[config.mk]
export PLATFORM = sky130hd
export DESIGN_NAME = vvp_queue
export DESIGN_NICKNAME = d
export VERILOG_FILES = /design/src/design/vvp_pkg.sv /design/src/design/vvp_queue.sv
export SDC_FILE = /design/constraint.sdc
export NUM_CORES = 1
export LEC_CHECK = 0
export BUFFER_PORTS_ARGS = -buffer_cell sky130_fd_sc_hd__buf_2
export CELL_PAD_IN_SITES_DETAIL_PLACEMENT = 0
export CELL_PAD_IN_SITES_GLOBAL_PLACEMENT = 1
export CORE_UTILIZATION = 54
export CTS_CLUSTER_DIAMETER = 60
export DETAILED_ROUTE_END_ITERATION = 6
export HOLD_SLACK_MARGIN = 0.08
export PLACE_DENSITY = 0.81
export SLEW_MARGIN = 20
export SYNTH_ARGS = -nofsm -noshare
export SYNTH_HDL_FRONTEND = slang
export SYNTH_SLANG_ARGS = --single-unit
[constraint.sdc]
create_clock -name clk -period 7.3 [get_ports clk]
set_clock_uncertainty 0.1 [all_clocks]
set_input_delay 0.73 -clock clk [delete_from_list [all_inputs] [get_ports clk]]
set_output_delay 0.73 -clock clk [all_outputs]
set_load 0.05 [all_outputs]
[src/design/vvp_pkg.sv]
// ============================================================================
// vvp_pkg
// Shared types and constants for the vertex view and projection block.
// ============================================================================
package vvp_pkg;

    // Field widths
    localparam int CoordW  = 20;
    localparam int DistW   = 21;
    localparam int NumW    = 40;
    localparam int QuotW   = 26;
    localparam int DivW    = 20;

    // Configuration register indexes
    typedef enum logic [2:0] {
        REG_ROW_U          = 3'd0,
        REG_ROW_V          = 3'd1,
        REG_ROW_N          = 3'd2,
        REG_EYE_OFFSETS    = 3'd3,
        REG_VIEW_SCALE     = 3'd4,
        REG_EYE_DISTANCE   = 3'd5,
        REG_PLANE_DISTANCE = 3'd6,
        REG_HALF_WINDOW    = 3'd7
    } reg_index_t;

    // Settings used by the view transform
    typedef struct packed {
        logic [47:0]        row_u;
        logic [47:0]        row_v;
        logic [47:0]        row_n;
        logic [59:0]        eye_offsets;
        logic [15:0]        view_scale;
        logic signed [19:0] eye_distance;
    } view_cfg_t;

    // Settings used by the projection
    typedef struct packed {
        logic signed [19:0] plane_distance;
        logic [23:0]        half_window;
    } proj_cfg_t;

    // One transformed vertex request passed from the front to the back
    typedef struct packed {
        logic signed [CoordW-1:0] vx;
        logic signed [CoordW-1:0] vy;
        logic signed [CoordW-1:0] vz;
        logic signed [DistW-1:0]  depth_gap;
        logic                     behind;
        logic                     last;
    } vtx_t;

    // Per-lane sideband carried along the divider pipeline
    typedef struct packed {
        logic neg;
        logic ovf;
    } lane_flags_t;

endpackage

[src/design/vvp_queue.sv]
// ============================================================================
// vvp_queue
// Four-entry queue between the view transform and the projection.
// ============================================================================
module vvp_queue (
    input  logic           clk,
    input  logic           rst_n,
    input  logic           push_valid,
    output logic           full,
    input  vvp_pkg::vtx_t  push_data,
    output logic           pop_valid,
    input  logic           pop_ready,
    output vvp_pkg::vtx_t  pop_data
);

    vvp_pkg::vtx_t mem_reg [4];
    logic [1:0]    wr_ptr_reg, rd_ptr_reg;
    logic [2:0]    count_reg;
    logic          push, pop;

    assign full      = (count_reg == 3'd4);
    assign pop_valid = (count_reg != 3'd0);
    assign pop_data  = mem_reg[rd_ptr_reg];
    assign push      = push_valid && !full;
    assign pop       = pop_valid && pop_ready;

    // Pointers and fill count.
    always_ff @(posedge clk or negedge rst_n)
    begin
        if (!rst_n)
        begin
            wr_ptr_reg <= 2'd0;
            rd_ptr_reg <= 2'd0;
            count_reg  <= 3'd0;
        end
        else
        begin
            if (push)
            begin
                wr_ptr_reg <= wr_ptr_reg + 2'd1;
            end
            if (pop)
            begin
                rd_ptr_reg <= rd_ptr_reg + 2'd1;
            end
            if (push && !pop)
            begin
                count_reg <= count_reg + 3'd1;
            end
            else if (pop && !push)
            begin
                count_reg <= count_reg - 3'd1;
            end
        end
    end

    // Storage.
    always_ff @(posedge clk)
    begin
        if (push)
        begin
            mem_reg[wr_ptr_reg] <= push_data;
        end
    end

endmodule

[Yosys cells after proc, flatten, opt, wreduce, memory -nomap -nowiden]
Memories as Yosys holds them, arrays and structs flattened.
Cells that the tools add are included.
Storage, ports and cells
  register bits after elaboration: 7
  bits in writable memories: 332
  input port bits: 87
  output and inout port bits: 85
  word-level logic and storage cells: 22
  memories kept: 1
Operators by class
  add/sub/neg operators: 4
  equality and inequality tests: 1
  muxes and demuxes: 4
  reductions and logical operators: 9
Memories
  mem_reg: words 4, width 83, rd ports 1, clocked after Yosys merged registers in 0, wr ports 1, line vvp_queue.sv:16  | vvp_pkg::vtx_t mem_reg [4];
Operator list (number)
  3-bit two-way mux: 2
  2-bit by 1-bit adder with 2-bit output, second input constant: 2
  1-bit logical AND: 4
  3-bit by 1-bit adder with 3-bit output, second input constant: 1
  3-bit equality test, second input constant: 1
  1-bit logical NOT: 3
  3-bit nonzero test: 1
  3-bit by 1-bit subtractor with 3-bit output, second input constant: 1
  1-bit two-way mux: 2
  2-bit nonzero test: 1

[Depth between registers and ports, before layout]
Gate-level depths: netlist of run 1.
  word-level depth: 7
  depth in mapped cells: 9
  depth with buffers taken out: 8

[Worst setup path after synthesis of run 1]
Ideal clock, no wire load.
  path kind: input-to-reg
  start point: input port push_valid
  end point: memory mem_reg[0][0] in the netlist's numbering (enable)
  library setup time: 0.451 ns
  arrival: 2.944 ns
  data required time: 6.749 ns
  slack: 3.806 ns
  stages: 3
  path buffers: 1
  path through: nor2b_1 buf_2 and2_1
On the way
  longest elaborated chain between the ends: 3
Ends and longest elaborated chain
  start: declaration: line vvp_queue.sv:8  | input logic push_valid,
  1-bit logical AND: line vvp_queue.sv:24  | assign push = push_valid && !full;
  net push: line vvp_queue.sv:19  | logic push, pop;
  1-bit two-way mux: line vvp_queue.sv:60  | if (push)
  1-bit two-way mux (implied by the code): line vvp_queue.sv:62  | mem_reg[wr_ptr_reg] <= push_data;
  end: declaration: line vvp_queue.sv:16
The timed path passes the listed nets, and every way through them passes these cells.

==> metrics.yaml, run 1 <==
dp_hpwl_um: 12610
synth_top_area_share_pct: 80.10
setup_tns_ns: 0
peakVddDrop_mv: 0.2802
worstSetupPathDepth: 3
io_pins: 172
rsz0062_at_grt: "no"
synth.distinct_cells: 21
htreeDepth: 2
area_growth_pct: 17.00
hp-class: "in2reg"
min_path_cells: 1
cts_sinks: 339
maxSlewHeadroom_pct: 35.11
dr.pass1.iters: 4
synth_warnings: 0
power.leakage_nw: 4.979
grt_usage_pct: 18.96
postRouteAntennaNets: 0
final_common_cell: "edfxtp_1"
via_per_inst: 5.701
min_from: "push_data[62]"
post-place-ws_ns: 3.624
worstPathCellList: "buf_4 -> mux4_2 -> buf_2"
grt_pass1_vias: 5992
cts_resized: 0
critPathKind: "reg2out"
grt_antenna_before_repair: 1
place.port_buffers: 171
startpoint: "rd_ptr_reg[0]$_DFFE_PN0P_"
cpPeakStageDelay_ns: 0.98
grt_pass1_wl_um: 33410
synth-async-reset-ratio_pct: 2.065
reg2regPathDepth: 4
reg2reg_from: "count_reg[2]$_DFFE_PN0P_"
clockBufferDepth: 3
drive_gt1_share_pct: 45.47
p_per_area_mw_per_mm2: 475.7
grt_max_degree: 69
clk_pin_slew_ns: 0.06
slowest_stage: "dfrtp_4"
gp_congestion: 0.6864
ys_seq_area_share_pct: 81.50
drt-initial-drc-count: 356
final_cell_mix: "edfxtp_1, buf_2, mux4_2, clkbuf_16, clkbuf_1"
die_h_um: 153.8
final_util_pct: 64.32
setup_viol: 0
slew_violations: 0
post_synth.cell_area_avg_um2: 26.54
post-route-min-period_ns: 4.085
num_vias: 5524
cts-root-buf: "clkbuf_16"
synth_largest_area_cell: "edfxtp_1"
std_cell_rows: 55
core_region_area_mm2: 0.02264
cp-start-kind: "register"
cts_buffers: 35
initial_utilization_pct: 54.98
crit_arrival_ns: 3.25
nets: 757
grt_overflow: 0
die_area_mm2: 0.02366
die_w_um: 153.8
antenna_cells: 0
critPathMaxFanout: 44
design_area_mm2: 0.01456
final-hold-violation-count: 0
dpl-instance-area_mm2: 0.01352
synth_edf_count: 332
cts_tree: "done"
drc_errors: 0
synthTopCellsByArea: "edfxtp_1, mux4_2, dfrtp_1, buf_12, ha_1"
synth_seq_cells: 339
fmax_mhz: 244.8
crit_family: "buffers and inverters"
status: "finished, final reports clean"
max-cap-violations: 0
clock_latency_ns: 0.50
whs_ns: 0.3458
required_ns: 6.47
synth_nets: 562
crit_buf_inv: 2
min_period_over_period_pct: 55.95
post-cts-setup-buffers: 0
synth_area_mm2: 0.01245
worstSetupEndpointType: "primary output"
largest_reg_flops: 332
setup_slack_ns: 3.215
routedWlPerCell_um: 22.40
wl_um: 21710
worst_slew_pin_slew_ns: 0.9734
synth_cells: 469
synth_flop_cell: "edfxtp_1"
## path summary, 6_finish.rpt
check / end / slack [ns]
worst min-delay path: mem_reg[1][62]$_DFFE_PP_ / 0.35
min in group asynchronous: count_reg[1]$_DFFE_PN0P_ / 0.50
max in group asynchronous: rd_ptr_reg[1]$_DFFE_PN0P_ / 6.42
worst max register to register: mem_reg[0][74]$_DFFE_PP_ / 4.41
worst max-delay path: pop_data[68] / 3.22
worst min register to register: count_reg[2]$_DFFE_PN0P_ / 0.41
## worst reg2reg max path, stage by stage (launching register included)
cell     delay, ns
dfrtp_1       0.40
nor3b_2       0.18
nor2b_1       0.47
and2_4        0.65
buf_4         0.68
## metal layers
layer	part of all wire (%)	vias up	routed length, um	global-route usage (%)
li1	-	2408	-	-
met1	40	2916	8596	23.91
met5	0.046	-	10	0
met4	2.6	2	563	7.000
met2	53	150	11530	32.73
met3	4.6	48	1003	3.946
## synth_stat cells, types with 2 or more instances
| library cell | number |
|---|---|
| edfxtp_1 | 332 |
| mux4_2 | 83 |
| buf_2 | 8 |
| dfrtp_1 | 7 |
| buf_12 | 6 |
| ha_1 | 5 |
| and2_1 | 4 |
| xnor2_1 | 4 |
| buf_4 | 3 |
| inv_1 | 3 |
| clkbuf_1 | 2 |
| mux2_2 | 2 |
| xor2_1 | 2 |
## logic make-up after synthesis
group | share of synthesized area, %
and+or+nand+nor | 0.5025
xor gates and xnor gates | 0.4222
muxes | 15.20
adders and majority gates | 0.6635
buffers and inverters | 1.709
DFF | 81.50
## power by group
part / total [mW] / internal [mW] / switching [mW]
combinational: 2.56 / 0.765 / 1.79
sequential: 2.76 / 2.58 / 0.178
clock: 1.61 / 0.954 / 0.659
total: 6.93 / 4.30 / 2.63
## timing repair
action	CTS	global route
hold buffers	1	0
endpoints found under the setup margin	0	0
endpoints found under the hold margin	7	0
## layout make-up
cell class	count	area [um2]
flip-flops and latches	339	10150
fillers	1482	8078
multi-input cells	107	2100
clock buffers	47	963.4
repair buffers	178	910.9
well taps	285	356.6
clock inverters	10	68.82
inverters	3	11.26
## through the flow
step | cells | power (mW)
finish | 969 | 6.927
global route | 969 | 7.196
CTS | 969 | 7.019
detailed placement | 911 | 5.401
global placement | 911 | 5.360
floorplan | 469 | 4.896
(Power assumes the default switching activity.)
==> run 2, diff against run 1 <==
CORE_UTILIZATION = 50   (was 54)
PLACE_DENSITY = 0.76   (was 0.81)
clock period = 3.9 ns   (was 7.3 ns; I/O delays follow)
==> metrics.yaml, run 2 (synthesis gave the netlist of run 1 again) <==
status: "finished, final reports clean"
initial_utilization_pct: 51.03  # -3.9 points
cp-start-kind: "register"
cpPeakStageDelay_ns: 0.78  # -0.20 ns
slowest_stage: "dfrtp_4"
setup_viol: 0  # unchanged
die_h_um: 159.8  # +3.9%
use_met1_pct: 25.83  # +1.9 points
worst_slew_pin_slew_ns: 0.6347  # -0.3387 ns
slew_violations: 0  # unchanged
grt_pass1_vias: 6439  # +7.5%
grtUsageMet3_pct: 4.442  # +0.50 points
p_switching_mw: 5.019  # +91%
cts-root-buf: "clkbuf_16"
dp_hpwl_um: 13330  # +5.7%
largest_reg_flops: 332  # unchanged
required_ns: 3.41  # -3.06 ns
cts_buffers: 36  # +2.9%
grt_overflow: 0  # unchanged
peakVddDrop_mv: 0.7401  # +160%
min_period_over_period_pct: 75.14
gp_congestion: 0.6993  # +1.9%
postCtsHoldBufs: 85  # +84
fillers: 1641  # +11%
r2r_end: "mem_reg[3][37]$_DFFE_PP_"
die_w_um: 159.8  # +3.9%
area_growth_pct: 25.64
reg2reg_from: "count_reg[2]$_DFFE_PN0P_"
clock_latency_ns: 0.49  # about the same
grt.busiest_layer: "met2"
final_cell_mix: "edfxtp_1, buf_2, dlygate4sd3_1, mux4_2, clkbuf_16"
num_vias: 5821  # +5.4%
grt_max_degree: 50  # -28%
crit_arrival_ns: 2.44  # -0.81 ns
power.leakage_nw: 5.395  # +8.4%
clk_pin_slew_ns: 0.06  # about the same
post-route-min-period_ns: 2.930
design_area_mm2: 0.01564  # +7.4%
place.port_buffers: 171  # unchanged
dpl-instance-area_mm2: 0.01366  # +1.1%
maxSlewHeadroom_pct: 57.69  # +23 points
htreeDepth: 2  # unchanged
cts_sinks: 339  # unchanged
placedCellCount: 951  # +4.4%
via_per_inst: 5.306  # -6.9%
core_region_area_mm2: 0.02439  # +7.7%
routedWlPerCell_um: 20.95  # -6.5%
critPathKind: "reg2out"
max-cap-violations: 0  # unchanged
reg2regPathDepth: 4  # unchanged
hp-class: "in2async"
cts_resized: 0  # unchanged
power_frac_comb_pct: 37.3  # +0.4 points
r2r_slack_ns: 1.38  # -3.03 ns
io_pins: 172  # unchanged
antenna_cells: 0  # unchanged
post-cts-setup-buffers: 0  # unchanged
worstPathCellList: "buf_12 -> mux4_2 -> buf_2"
grt_pass1_wl_um: 36290  # +8.6%
postRouteAntennaNets: 0  # unchanged
critPathMaxFanout: 32  # -27%
clockBufferDepth: 3  # unchanged
dr.pass1.iters: 4  # unchanged
seq_power_share_pct: 38.6  # -1.2 points
internal-power_mw: 8.356  # +94%
drt-initial-drc-count: 516  # +45%
final_common_cell: "edfxtp_1"
p_per_area_mw_per_mm2: 855.3  # +80%
worstSetupEndpointType: "primary output"
grt_util_met2_pct: 31.00  # -1.7 points
setup_tns_ns: 0  # unchanged
startpoint: "rd_ptr_reg[0]$_DFFE_PN0P_"
endpoint: "pop_data[63]"
fmax_mhz: 341.3
stdcell_count: 1097  # +13%
final_util_pct: 64.12  # -0.20 points
wl_um: 22990  # +5.9%
die_area_mm2: 0.02553  # +7.9%
nets: 843  # +11%
clkPwrFrac_pct: 24.2  # +0.9 points
final-hold-violation-count: 0  # unchanged
drive_gt1_share_pct: 40.62  # -4.8 points
rsz0062_at_grt: "no"
whs_ns: 0.1607  # -0.1851 ns
switching_share_pct: 37.52  # -0.44 points
drc_errors: 0  # unchanged
std_cell_rows: 57  # +3.6%
grt_antenna_before_repair: 0  # -1
cts_tree: "done"
grt_usage_pct: 18.91  # -0.053 points
[run 2: cell types whose count changed in the layout (fill, tap and decap cells not counted)]
cell | previous run | this run
clkinv_2 | 4 | 0
inv_6 | 0 | 1
buf_12 | 0 | 7
bufinv_16 | 1 | 3
buf_4 | 6 | 0
clkinvlp_4 | 0 | 1
clkbuf_1 | 10 | 11
dlygate4sd3_1 | 1 | 85
clkbuf_8 | 0 | 2
clkinv_1 | 5 | 6
[run 2: area by class of cell]
class	instances	area, um2	area share, %
flip-flops and latches	339	10150	64.92
repair buffers	263	1847	11.81
clock buffers	50	994.7	6.361
multi-input cells	107	2100	13.43
well taps	324	405.4	2.592
clock inverters	11	128.9	0.8241
inverters	3	11.26	0.07201
[run 2: worst min path at each step]
stage / startpoint / endpoint / slack, ns / cells after the start
detailed placement: rst_n / wr_ptr_reg[1]$_DFFE_PN0P_ / 0.15 / 1
CTS: rst_n / count_reg[0]$_DFFE_PN0P_ / 0.14 / 2
global route: rst_n / rd_ptr_reg[1]$_DFFE_PN0P_ / 0.16 / 2
global placement: rst_n / wr_ptr_reg[1]$_DFFE_PN0P_ / 0.14 / 1
floorplan: rst_n / count_reg[0]$_DFFE_PN0P_ / -0.006 / 0
finish: rst_n / count_reg[0]$_DFFE_PN0P_ / 0.16 / 2
[run 2: power by group through the flow]
stage / Clock, mW / Sequential [mW] / Combinational (mW)
floorplan: 0 / 5.05 / 4.11
global placement: 0 / 5.20 / 4.95
detailed placement: 0 / 5.25 / 4.98
CTS: 3.30 / 5.18 / 5.06
global route: 3.44 / 5.24 / 5.23
finish: 3.23 / 5.16 / 4.98
[run 2: worst max-delay path: cells and delay by family, from the launching register on]
family / cells / cell delay (ns)
buffers and inverters: 2 / 0.56
flip-flops: 1 / 0.78
multiplexers: 1 / 0.57
[run 2: routing by layer]
metal  share of wire (%)  vias to the layer above
li1                    -                     2581
met1                  42                     3028
met2                  50                      181
met3                 6.0                       31
met4                 1.6                        0
met5                   0                        -
[run 2: stage by stage]
step | worst slack [ns] | power (mW)
3_5_place_dp | 1.351 | 10.23
6_report | 0.9697 | 13.38
4_1_cts | 0.8557 | 13.54
2_1_floorplan | 0.4834 | 9.164
3_3_place_gp | 1.407 | 10.14
5_1_grt | 0.7804 | 13.91
